**src/rtl/bcc_pkg.sv**
```systemverilog
`default_nettype none
package bcc_pkg;

	localparam int CFG_W          = 10;
	localparam int NUM_REGS       = 5;
	localparam int CFG_IDX_W      = 3;
	localparam int COUNT_BITS_DEF = 10;
	localparam int HIST_W         = 4;
	localparam int CLICK_W        = 2;
	localparam int PHASE_W        = 3;

	localparam logic             PRESSED_LEVEL_RST = 1'b0;
	localparam logic [CFG_W-1:0] CONFIRM_RST       = 10'd4;
	localparam logic [CFG_W-1:0] LONG_RST          = 10'd100;
	localparam logic [CFG_W-1:0] GAP_RST           = 10'd30;
	localparam logic [CFG_W-1:0] REPEAT_RST        = 10'd50;

	localparam logic [HIST_W-1:0] PRESS_PAT   = 4'b0011;
	localparam logic [HIST_W-1:0] RELEASE_PAT = 4'b1100;

	typedef enum logic [CFG_IDX_W-1:0] {
		REG_PRESSED_LEVEL = 3'd0,
		REG_CONFIRM_TICKS = 3'd1,
		REG_LONG_TICKS    = 3'd2,
		REG_GAP_TICKS     = 3'd3,
		REG_REPEAT_TICKS  = 3'd4
	} reg_idx_t;

	typedef enum logic [CLICK_W-1:0] {
		CLICK_NONE   = 2'd0,
		CLICK_SINGLE = 2'd1,
		CLICK_DOUBLE = 2'd2,
		CLICK_REPEAT = 2'd3
	} click_t;

	typedef enum logic [PHASE_W-1:0] {
		PH_IDLE     = 3'd0,
		PH_CONFIRM  = 3'd1,
		PH_LONGWAIT = 3'd2,
		PH_GAP      = 3'd3,
		PH_SINGLE   = 3'd4,
		PH_DOUBLE   = 3'd5,
		PH_HELD     = 3'd6
	} phase_t;

	typedef enum logic [6:0] {
		ST_IDLE     = 7'b0000001,
		ST_CONFIRM  = 7'b0000010,
		ST_LONGWAIT = 7'b0000100,
		ST_GAP      = 7'b0001000,
		ST_SINGLE   = 7'b0010000,
		ST_DOUBLE   = 7'b0100000,
		ST_HELD     = 7'b1000000
	} state_t;

	function automatic phase_t state_phase(state_t st);
		phase_t ph;
		case (st)
			ST_IDLE:     ph = PH_IDLE;
			ST_CONFIRM:  ph = PH_CONFIRM;
			ST_LONGWAIT: ph = PH_LONGWAIT;
			ST_GAP:      ph = PH_GAP;
			ST_SINGLE:   ph = PH_SINGLE;
			ST_DOUBLE:   ph = PH_DOUBLE;
			ST_HELD:     ph = PH_HELD;
			default:     ph = PH_IDLE;
		endcase
		return ph;
	endfunction

endpackage
`default_nettype wire

```
**src/rtl/bcc_if.sv**
```systemverilog
`default_nettype none
interface bcc_in_if;
	logic valid;
	logic ready;
	logic pin_level;

	modport source (output valid, output pin_level, input ready);
	modport sink   (input valid, input pin_level, output ready);
endinterface

interface bcc_out_if;
	logic                         valid;
	logic                         ready;
	logic [bcc_pkg::CLICK_W-1:0]  click_event;
	logic [bcc_pkg::PHASE_W-1:0]  phase;

	modport source (output valid, output click_event, output phase, input ready);
	modport sink   (input valid, input click_event, input phase, output ready);
endinterface
`default_nettype wire

```
**src/rtl/button_click_classifier.sv**
```systemverilog
// Button click classifier: one pin sample per scan tick goes in on the sample channel and one
// result word (click event and phase after the tick) comes out on the result channel for every
// sample taken. The block takes one word per clock cycle unless the full output register is
// stalled; the result appears in the cycle after its sample, in that single register, which
// refills in the same cycle it is drained, so ready on the sample side follows the result side
// only while that register is full. Timing thresholds are to be written through the cfg port
// only while the block is idle, not enforced by the block; the tick counter is COUNT_BITS wide.
`default_nettype none
module button_click_classifier #(
	parameter int COUNT_BITS = bcc_pkg::COUNT_BITS_DEF
) (
	input  wire logic                           clk,
	input  wire logic                           arst_n,
	input  wire logic                           cfg_we,
	input  wire logic [bcc_pkg::CFG_IDX_W-1:0]  cfg_index,
	input  wire logic [bcc_pkg::CFG_W-1:0]      cfg_data,
	bcc_in_if.sink                              sample,
	bcc_out_if.source                           result
);

	localparam int CMP_W = (COUNT_BITS > bcc_pkg::CFG_W) ? COUNT_BITS : bcc_pkg::CFG_W;

	logic                        pressed_level_q;
	logic [bcc_pkg::CFG_W-1:0]   confirm_q, long_q, gap_q, repeat_q;

	logic [bcc_pkg::HIST_W-1:0]  hist_q, hist_d;
	bcc_pkg::state_t             state_q, state_d;
	logic [COUNT_BITS-1:0]       cnt_q, cnt_d, cnt_inc;

	logic                        out_valid_q;
	bcc_pkg::click_t             click_q, click_d;
	bcc_pkg::phase_t             phase_q;

	logic                        accept;
	logic                        press_edge, release_edge;
	logic [bcc_pkg::CFG_W-1:0]   limit, period;
	logic                        leave_edge;
	bcc_pkg::state_t             edge_next, timeout_next;

	assign sample.ready = !out_valid_q || result.ready;
	assign accept       = sample.valid && sample.ready;

	// config registers
	always_ff @(posedge clk or negedge arst_n) begin
		if (!arst_n) begin
			pressed_level_q <= bcc_pkg::PRESSED_LEVEL_RST;
			confirm_q       <= bcc_pkg::CONFIRM_RST;
			long_q          <= bcc_pkg::LONG_RST;
			gap_q           <= bcc_pkg::GAP_RST;
			repeat_q        <= bcc_pkg::REPEAT_RST;
		end else if (cfg_we) begin
			case (bcc_pkg::reg_idx_t'(cfg_index))
				bcc_pkg::REG_PRESSED_LEVEL: pressed_level_q <= cfg_data[0];
				bcc_pkg::REG_CONFIRM_TICKS: confirm_q       <= cfg_data;
				bcc_pkg::REG_LONG_TICKS:    long_q          <= cfg_data;
				bcc_pkg::REG_GAP_TICKS:     gap_q           <= cfg_data;
				bcc_pkg::REG_REPEAT_TICKS:  repeat_q        <= cfg_data;
				default: ;
			endcase
		end
	end

	assign hist_d       = {hist_q[bcc_pkg::HIST_W-2:0], sample.pin_level == pressed_level_q};
	assign press_edge   = hist_d == bcc_pkg::PRESS_PAT;
	assign release_edge = hist_d == bcc_pkg::RELEASE_PAT;
	assign cnt_inc      = cnt_q + 1'b1;
	assign period       = (repeat_q == '0) ? bcc_pkg::CFG_W'(1) : repeat_q;

	// wait-phase selection
	always_comb begin
		limit        = confirm_q;
		leave_edge   = release_edge;
		edge_next    = bcc_pkg::ST_GAP;
		timeout_next = bcc_pkg::ST_LONGWAIT;
		case (state_q)
			bcc_pkg::ST_LONGWAIT: begin
				limit        = long_q;
				timeout_next = bcc_pkg::ST_HELD;
			end
			bcc_pkg::ST_GAP: begin
				limit        = gap_q;
				leave_edge   = press_edge;
				edge_next    = bcc_pkg::ST_DOUBLE;
				timeout_next = bcc_pkg::ST_SINGLE;
			end
			default: ;
		endcase
	end

	always_comb begin
		state_d = state_q;
		cnt_d   = cnt_q;
		click_d = bcc_pkg::CLICK_NONE;
		case (state_q)
			bcc_pkg::ST_IDLE: begin
				if (press_edge) begin
					state_d = bcc_pkg::ST_CONFIRM;
					cnt_d   = '0;
				end
			end
			bcc_pkg::ST_CONFIRM, bcc_pkg::ST_LONGWAIT, bcc_pkg::ST_GAP: begin
				if (CMP_W'(cnt_q) < CMP_W'(limit)) begin
					if (leave_edge) begin
						state_d = edge_next;
						cnt_d   = '0;
					end else begin
						cnt_d = cnt_inc;
					end
				end else begin
					state_d = timeout_next;
					cnt_d   = '0;
				end
			end
			bcc_pkg::ST_SINGLE: begin
				click_d = bcc_pkg::CLICK_SINGLE;
				state_d = bcc_pkg::ST_IDLE;
			end
			bcc_pkg::ST_DOUBLE: begin
				click_d = bcc_pkg::CLICK_DOUBLE;
				state_d = bcc_pkg::ST_IDLE;
			end
			bcc_pkg::ST_HELD: begin
				if (release_edge) begin
					state_d = bcc_pkg::ST_IDLE;
					cnt_d   = '0;
				end else begin
					if (cnt_q == '0) begin
						click_d = bcc_pkg::CLICK_REPEAT;
					end
					if (CMP_W'(cnt_inc) >= CMP_W'(period)) begin
						cnt_d = '0;
					end else begin
						cnt_d = cnt_inc;
					end
				end
			end
			default: begin
				state_d = bcc_pkg::ST_IDLE;
			end
		endcase
	end

	always_ff @(posedge clk or negedge arst_n) begin
		if (!arst_n) begin
			hist_q  <= '0;
			state_q <= bcc_pkg::ST_IDLE;
			cnt_q   <= '0;
		end else if (accept) begin
			hist_q  <= hist_d;
			state_q <= state_d;
			cnt_q   <= cnt_d;
		end
	end

	// result register
	always_ff @(posedge clk or negedge arst_n) begin
		if (!arst_n) begin
			out_valid_q <= 1'b0;
		end else if (sample.ready) begin
			out_valid_q <= sample.valid;
		end
	end

	always_ff @(posedge clk) begin
		if (accept) begin
			click_q <= click_d;
			phase_q <= bcc_pkg::state_phase(state_d);
		end
	end

	assign result.valid       = out_valid_q;
	assign result.click_event = click_q;
	assign result.phase       = phase_q;

	a_click_phase_idle: assert property (@(posedge clk) disable iff (!arst_n)
		out_valid_q && (click_q == bcc_pkg::CLICK_SINGLE || click_q == bcc_pkg::CLICK_DOUBLE)
		|-> phase_q == bcc_pkg::PH_IDLE)
		else $error("single or double click word not in idle phase");

	a_repeat_phase_held: assert property (@(posedge clk) disable iff (!arst_n)
		out_valid_q && click_q == bcc_pkg::CLICK_REPEAT |-> phase_q == bcc_pkg::PH_HELD)
		else $error("repeat click word not in held phase");

	a_single_to_idle: assert property (@(posedge clk) disable iff (!arst_n)
		accept && (state_q == bcc_pkg::ST_SINGLE || state_q == bcc_pkg::ST_DOUBLE)
		|=> state_q == bcc_pkg::ST_IDLE && click_q != bcc_pkg::CLICK_NONE)
		else $error("click state did not emit and return to idle");

endmodule
`default_nettype wire

```
**src/flat_wrapper.sv**
```systemverilog
// flat-port wrapper written by rule: the top's interface ports become plain ports
module button_click_classifier_flat 
#(
	parameter int COUNT_BITS = bcc_pkg::COUNT_BITS_DEF
)
  (clk, arst_n, cfg_we, cfg_index, cfg_data, sample_valid, sample_pin_level, sample_ready, result_valid, result_click_event, result_phase, result_ready);
  bcc_in_if sample_i ();
  bcc_out_if result_i ();
  input  wire logic clk;
  input  wire logic arst_n;
  input  wire logic cfg_we;
  input  wire logic [bcc_pkg::CFG_IDX_W-1:0] cfg_index;
  input  wire logic [bcc_pkg::CFG_W-1:0] cfg_data;
  input wire logic [$bits(sample_i.valid)-1:0] sample_valid;
  input wire logic [$bits(sample_i.pin_level)-1:0] sample_pin_level;
  output wire logic [$bits(sample_i.ready)-1:0] sample_ready;
  output wire logic [$bits(result_i.valid)-1:0] result_valid;
  output wire logic [$bits(result_i.click_event)-1:0] result_click_event;
  output wire logic [$bits(result_i.phase)-1:0] result_phase;
  input wire logic [$bits(result_i.ready)-1:0] result_ready;
  assign sample_i.valid = sample_valid;
  assign sample_i.pin_level = sample_pin_level;
  assign sample_ready = sample_i.ready;
  assign result_valid = result_i.valid;
  assign result_click_event = result_i.click_event;
  assign result_phase = result_i.phase;
  assign result_i.ready = result_ready;
  button_click_classifier #(.COUNT_BITS(COUNT_BITS)) u_core (.clk(clk), .arst_n(arst_n), .cfg_we(cfg_we), .cfg_index(cfg_index), .cfg_data(cfg_data), .sample(sample_i), .result(result_i));
endmodule
```
**config.mk**
```make
export PLATFORM = sky130hd
export DESIGN_NAME = button_click_classifier_flat
export DESIGN_NICKNAME = d
export VERILOG_FILES = /design/src/rtl/bcc_pkg.sv /design/src/rtl/bcc_if.sv /design/src/rtl/button_click_classifier.sv /design/src/flat_wrapper.sv
export SDC_FILE = /design/constraint.sdc
export NUM_CORES = 1
export LEC_CHECK = 0
export BUFFER_PORTS_ARGS = -buffer_cell sky130_fd_sc_hd__buf_2
export CORE_MARGIN = 4
export CORE_UTILIZATION = 40
export DETAILED_ROUTE_END_ITERATION = 10
export PLACE_DENSITY = 0.58
export SYNTH_ARGS = -nofsm -noshare
export SYNTH_HDL_FRONTEND = slang
export SYNTH_SLANG_ARGS = --single-unit
```
**constraint.sdc**
```tcl
create_clock -name clk -period 6.5 [get_ports clk]
set_input_delay 0.325 -clock clk [delete_from_list [all_inputs] [get_ports clk]]
set_output_delay 0.325 -clock clk [all_outputs]
set_load 0.02 [all_outputs]
```
==> metrics.md, run 1 <==
| Metric | Value |
|---|---|
| Outcome | completed |
| Synth area leaders | dfrtp_1, mux2_2, dfstp_2 |
| Largest delay share family, worst path | simple AND/OR/NAND/NOR gates |
| Core region area | 9153 µm² |
| Total power | 1225 µW |
| Worst path bufs/invs | 0 |
| Wirelength per Cell | 16.28 µm |
| Post-route clock skew | 0.01367 ns |
| Synth Area per Inst | 10.29 µm² |
| Dpl hpwl | 6.131 mm |
| Crit path kind | flop to flop |
| Port Buffer Count | 25 |
| Post-CTS sizing | 0 |
| Final Hold Fails | 0 |
| Synthesized Nets | between 400 and 500 |
| Die Span Y | 104.6 µm |
| Post-synth EDFFs | 5 |
| Largest net degree at the start of global routing | 63 |
| Max-slew violations | 0 |
| Worst-path clk slew | 0.08 ns |
| FMAX | 253.6 MHz |
| Crit. End Element | flop |
| Buffers inserted during post-CTS setup optimization | 0 |
| Drt first pass iters | 5 |
| Antenna Violating Nets Remaining | 0 |
| Leakage | 0.001879 µW |
| Switching Share | 32.90% |
| FP Rows | 35 |
| Comb pwr share | 25.0% |
| Residual DRC count | 0 |
| Clk_lat worst skew | 0.34 ns |
| Final #Nets | 431 |
| Tot GR Track Use | roughly 16% |
| Area growth, synth to finish | 11.49% |
| Final Non-Filler Cells | approximately 500 |
| Number of antenna violations at the first check in global routing | 0 |
| FILL cells | 875 |
| Least-Margin Pin Slew | roughly 1.1 ns |
| VDD IR-drop max | between 0.00015 and 0.0002 V |
| Vias in the first global route | roughly 2.8k |
| Share of total power in sequential cells | 47.0% |
| TritonCTS clock tree | yes |
| Power per Cell Area | around 290 nW/µm² |
| Global route total overflow | 0 |
| CTS H-tree depth | 3 |
| Clk root buf | clkbuf_8 |
| Syn Std Cell Area | 3736 µm² |
| Ant. Diodes | 0 |
| Maximum root-to-sink buffer count | 2 |
| Sequential share of the synthesized area | between 40% and 50% |
| Synth warn | 0 |
| Global-route wire length before repair | ~14 mm |
| CP max FO | 12 |
| CP Cell Sequence | or3_1 -> nor3_1 -> and3_1 -> nor2_1 -> a21oi_1 -> ha_1 -> nand4_1 -> nor4_1 -> o31ai_1 -> o2111a_1 -> or2_1 -> a32o_1 |
| Tcrit/Tclk final | between 60 and 70% |
| Synth Flop Type | dfrtp_1 |
| Slew headroom | between 20% and 30% |
| Placer Congestion | just under 0.9 |
| Synth top area share | 33.49% |
| Crit path time final | 3.943 ns |
| TNS Setup | 0 ns |
| Sequential cell area | 1717 µm² |
| FF+latch count, synth | 67 |
| Setup-failing EPs final | 0 |
| Critical path's slowest cell | and3_1 |
| Die area | between 10000 and 15000 µm² |
| Multi-input logic area | 1901 µm² |
| Die W | 104.6 µm |
| Post-synth ARST share | 92.54% |
| Clock buffer count from CTS | 9 |
| Fraction of layout instances using a drive strength above 1 | 25.06% |
| Vias/cell | 5.621 |
| Worst setup SP type | flop |
| CP max stage delay | 0.52 ns |
| Clk pwr share | 28.0% |
| Final wirelength | 8.238 mm |
| # IOs | 26 |
| CTS Hold Buffers Added | 0 |
| Critical path data required time | 6.73 ns |
| Placed Area | around 4000 µm² |
| # Max-Cap Violations | 0 |
| Int Power | just over 800 µW |
| WHS | 0.1347 ns |
| Clock sinks | 67 |
| Post-Synthesis Cells | ~360 |
| Via count | 2844 |
| Psw | 402.8 µW |
| Hold WC Path Type | input pin to asynchronous set/reset pin |
| Initial cell density of the core | between 40 and 50% |
| RSZ-0062 raised after global routing | no |
| CP arrival | ~4.2 ns |
| Placed cell count | 491 |
| Unique cell type count in the Yosys netlist | 52 |
| 1st-iter DRT viols | 166 |
| Leading area contributor after synthesis | dfrtp_1 |
| Post-route cell area | 4165 µm² |
-- power by group through the flow --
| stage | logic (µW) | registers (µW) | clock network (µW) |
|---|---|---|---|
| final | 306 | 575 | 343 |
| after CTS | 306 | 575 | 354 |
| after global routing | 349 | 588 | 371 |
| after global placement | 301 | 583 | 0 |
| after detailed placement | 305 | 582 | 0 |
| after floorplan | 236 | 563 | 0 |
-- state kept, by name, summed over array words and instances, names as in the netlist, 2 cells and up --
signal and cells:
u_core.hist_q 3, u_core.state_q 7, u_core.repeat_q 10, u_core.result.phase 3, u_core.result.click_event 2, u_core.confirm_q 10
u_core.long_q 10, u_core.cnt_q 10, u_core.gap_q 10
-- area by class of cell --
| cell class | instances | area share (%) |
|---|---|---|
| tap | 111 | 3.334 |
| clock buffer | 9 | 2.974 |
| timing repair buffer | 27 | 3.364 |
| inverter | 21 | 1.892 |
| sequential | 67 | 41.21 |
| clock inverter | 6 | 1.592 |
| multi-input combinational | 265 | 45.63 |
-- kinds of logic (layout without fill, tap and decap cells) --
family                   Yosys count  in the layout  share of synthesized area, %
flip-flops                        67             67                         45.95
AO/OA/AOI/OAI                     80             80                         14.43
buffers and inverters             31             63                         3.483
XOR/XNOR                           8              8                         1.875
adder cells (fa/ha/maj)           21             21                         7.033
multiplexers                      34             34                         10.25
AND/OR/NAND/NOR                  122            122                         16.98
-- layout by cell type, fill, tap and decap left out, types with 3 or more instances in the layout --
cell / count
a21oi_1: 19
a22o_1: 9
buf_2: 25
clkbuf_8: 9
dfrtp_1: 50
dfstp_2: 12
edfxtp_1: 5
ha_1: 21
inv_1: 21
mux2_2: 34
nand2_1: 44
nand2b_1: 4
nand3_1: 13
nand4_1: 4
nor2_1: 14
nor2b_1: 4
nor3_1: 10
nor3b_1: 3
nor4_1: 5
o211ai_1: 5
o21ai_0: 18
o21ai_1: 4
o221ai_1: 4
o22ai_1: 5
or2_2: 3
xnor2_1: 5
xor2_1: 3
-- metrics by stage --
| stage | util (%) | setup WS, ns |
|---|---|---|
| floorplan | - | 3.123 |
| CTS | 45.51 | 2.617 |
| global placement | 43.43 | 2.739 |
| detailed placement | 43.43 | 2.643 |
| global route | 45.51 | 2.243 |
| finish | 45.51 | 2.557 |
-- metal layers --
metal	global-route usage, %	share of wire [%]
met3	3.397	4.1
met5	0	0
met2	24.40	46
met4	4.405	1.2
met1	23.26	49
-- worst paths after layout --
path	startpoint	endpoint	depth (start not counted)	slack [ns]
hold / removal	arst_n	u_core.state_q[5]	2	0.13
setup reg to reg	u_core.state_q[1]	u_core.cnt_q[9]	12	2.56
max in group asynchronous	arst_n	u_core.repeat_q[6]	2	5.84
hold reg to reg	u_core.confirm_q[1]	u_core.confirm_q[1]	1	0.51
setup / recovery	u_core.state_q[1]	u_core.cnt_q[9]	12	2.56
min in group clk	sample_valid	u_core.result.valid	2	0.19
-- synth_stat cells, types with 2 or more instances --
cell      count
nor4_1        6
nand2_1      44
nor3_1       11
inv_1        21
a22o_1        9
o32ai_1       2
buf_2         5
and3_1        2
dfstp_2      12
xor2_1        3
o31ai_1       2
xnor2_1       5
a32o_1        2
o211ai_1      5
and3b_1       2
ha_1         21
dfrtp_1      50
edfxtp_1      5
nor2_1       14
o21ai_1       4
or2_2         3
o21ai_0      18
nor3b_1       3
mux2_2       34
nand4_1       4
o22ai_1       5
o221ai_1      4
nand3b_1      2
nand3_1      13
clkbuf_1      4
o211a_1       2
nor2b_1       4
or3_1         2
a21oi_1      19
nand2b_1      4
(Power assumes the default switching activity.)
==> run 2: changes to the inputs <==
==> constraint.sdc (replaced) <==
create_clock -name clk -period 3.9 [get_ports clk]
set_input_delay 0.195 -clock clk [delete_from_list [all_inputs] [get_ports clk]]
set_output_delay 0.195 -clock clk [all_outputs]
set_load 0.02 [all_outputs]
==> metrics.md, run 2 (synthesized netlist as in run 1, its figures left out) <==
| Metric | Value |
|---|---|
| Worst-path clk slew | 0.08 ns (about the same) |
| Setup-failing EPs final | 0 (unchanged) |
| Vias in the first global route | 2925 (was 2845) |
| Least-Margin Pin Slew | 1.075 ns (was 1.150 ns) |
| FMAX | 277.8 MHz (was 253.6 MHz) |
| Vias/cell | 5.641 (was 5.621) |
| RSZ-0062 raised after global routing | no (unchanged) |
| Post-layout util | 46.45% (was 45.51%) |
| Dpl hpwl | 6.372 mm (was 6.131 mm) |
| Placer Congestion | 0.8674 (was 0.8917) |
| Share of total power in sequential cells | 43.5% (was 47.0%) |
| Clk pwr share | 31.6% (was 28.0%) |
| Residual DRC count | 0 (unchanged) |
| Initial cell density of the core | 40.82% (unchanged) |
| Comb pwr share | 24.9% (was 25.0%) |
| Fraction of layout instances using a drive strength above 1 | 26.32% (was 25.06%) |
| Power per Cell Area | 511.5 nW/µm² (was 294.0 nW/µm²) |
| Post-route clock skew | 0.01124 ns (was 0.01367 ns) |
| Largest delay share family, worst path | simple AND/OR/NAND/NOR gates (unchanged) |
| Placed Area | 3998 µm² (was 3975 µm²) |
| R2r setup slk | 0.30 ns (was 2.56 ns) |
| CP Cell Sequence | or3_1 -> nor3_2 -> and3_1 -> buf_4 -> a22o_1 -> a21oi_1 -> ha_1 -> nand4_1 -> nor4_1 -> o31ai_1 -> o2111a_1 -> or2_1 -> a32o_1 (was or3_1 -> nor3_1 -> and3_1 -> nor2_1 -> a21oi_1 -> ha_1 -> nand4_1 -> nor4_1 -> o31ai_1 -> o2111a_1 -> or2_1 -> a32o_1) |
| Port Buffer Count | 25 (unchanged) |
| Crit. End Element | flop (unchanged) |
| Worst Hold Depth | 2 |
| TNS Setup | 0 ns (unchanged) |
| Drt first pass iters | 4 (was 5) |
| 1st-iter DRT viols | 107 (was 166) |
| Tot GR Track Use | 16.82% (was 16.07%) |
| RR Endpoint | u_core.cnt_q[9] (unchanged) |
| Global-route wire length before repair | 14.85 mm (was 14.37 mm) |
| Tcrit/Tclk final | 92.30% (was 60.66%) |
| Final wirelength | 8.627 mm (was 8.238 mm) |
| Crit path time final | 3.600 ns (was 3.943 ns) |
| R2R depth | 13 (was 12) |
| Switching Share | 31.88% (was 32.90%) |
| Clk_lat worst skew | 0.35 ns (was 0.34 ns) |
| Global route total overflow | 0 (unchanged) |
| Int Power | 1481 µW (was 821.7 µW) |
| CP arrival | 3.84 ns (was 4.17 ns) |
| Outcome | completed (unchanged) |
| Number of antenna violations at the first check in global routing | 0 (unchanged) |
| # Max-Cap Violations | 0 (unchanged) |
| CP max stage delay | 0.44 ns (was 0.52 ns) |
| Die W | 104.6 µm (unchanged) |
| Final #Nets | 435 (was 431) |
| Max-slew violations | 0 (unchanged) |
| Slew headroom | 27.95% (was 22.92%) |
| CP max FO | 9 (was 12) |
| Via count | 2877 (was 2844) |
| Leakage | 0.001921 µW (was 0.001879 µW) |
| Die area | 10950 µm² (unchanged) |
| Final Hold Fails | 0 (unchanged) |
| Largest net degree at the start of global routing | 36 (was 63) |
| Clock sinks | 67 (unchanged) |
| Reg2reg start | u_core.state_q[6] (was u_core.state_q[1]) |
| Worst path bufs/invs | 1 (was 0) |
| Clk root buf | clkbuf_8 (unchanged) |
| Antenna Violating Nets Remaining | 0 (unchanged) |
| CTS H-tree depth | 3 (unchanged) |
| Hold EP | u_core.result.valid |
| Area growth, synth to finish | 13.80% (was 11.49%) |
| Psw | 693.4 µW (was 402.8 µW) |
| Hold wc startpoint | sample_valid |
| Most common cell after layout, fill and taps aside | dfrtp_1 (unchanged) |
| Wirelength per Cell | 16.92 µm (was 16.28 µm) |
| Total power | 2175 µW (was 1225 µW) |
| Core region area | 9153 µm² (unchanged) |
| FP Rows | 35 (unchanged) |
| Post-route cell area | 4252 µm² (was 4165 µm²) |
| TritonCTS clock tree | yes (unchanged) |
| Crit path kind | flop to flop (unchanged) |
| Clock buffer count from CTS | 9 (unchanged) |
| Ant. Diodes | 0 (unchanged) |
| Critical path's slowest cell | dfrtp_1 (was and3_1) |
| # IOs | 26 (unchanged) |
| Die Span Y | 104.6 µm (unchanged) |
| Hold WC Path Type | input pin to flop (was input pin to asynchronous set/reset pin) |
| Most frequent cells in the layout | dfrtp_1, nand2_1, mux2_2 (unchanged) |
| VDD IR-drop max | 0.0002132 V (was 0.0001903 V) |
| Critical path data required time | 4.14 ns (was 6.73 ns) |
| Maximum root-to-sink buffer count | 2 (unchanged) |
| Worst setup SP type | flop (unchanged) |
run 2: cell types whose count changed in the layout (fill, tap and decap cells not counted), sizes merged:
cell	before	now
buf	27	30
bufinv	1	2
clkbuf	9	10
clkinv	3	2
dlygate4sd3	0	1
inv	22	21
run 2: metal layers:
layer,global-route usage [%],part of all wire (%),vias up
li1,-,-,1393
met4,5.998,1.2,0
met5,0,0,-
met2,26.06,46,63
met1,23.40,49,1411
met3,3.459,4.0,10
run 2: cell type report:
type,count,area (µm²)
fillers,854,4901
multi-input cells,265,1911
flip-flops and latches,67,1717
repair buffers,31,172.7
clock buffers,10,148.9
well taps,111,138.9
clock inverters,5,85.08
inverters,21,78.83
run 2: power by group through the flow:
stage / registers, µW / logic [µW] / clock network [µW]
after floorplan: 938 / 393 / 0
after global placement: 956 / 528 / 0
after detailed placement: 959 / 538 / 0
after CTS: 945 / 541 / 699
after global routing: 963 / 617 / 727
final: 946 / 541 / 687
run 2: how the worst max path moves through the flow:
| stage | from | endpoint | depth (start not counted) |
|---|---|---|---|
| final | u_core.state_q[6] | u_core.cnt_q[9] | 13 |
| after global routing | u_core.state_q[0] | u_core.result.phase[2] | 13 |
| after CTS | u_core.state_q[0] | u_core.cnt_q[9] | 12 |
| after detailed placement | u_core.state_q[0] | u_core.cnt_q[9] | 12 |
| after global placement | u_core.state_q[6] | u_core.cnt_q[9] | 13 |
| after floorplan | u_core.state_q[1] | u_core.cnt_q[9] | 13 |
run 2: through the flow:
stage,hold WS (ns),setup WS (ns),instances
global route,0.05739,0.09163,510
finish,0.05634,0.3002,510
CTS,0.04100,0.2340,510
global placement,0.2673,0.3955,494
floorplan,-0.1006,0.5232,363
detailed placement,0.2693,0.2835,494
run 2: timing repair:
item	4_1_cts	5_1_grt
gates resized for setup	0	3
buffers inserted	0	0
hold buffers	1	0
hold endpoints to repair	24	0
setup endpoints to repair	0	2
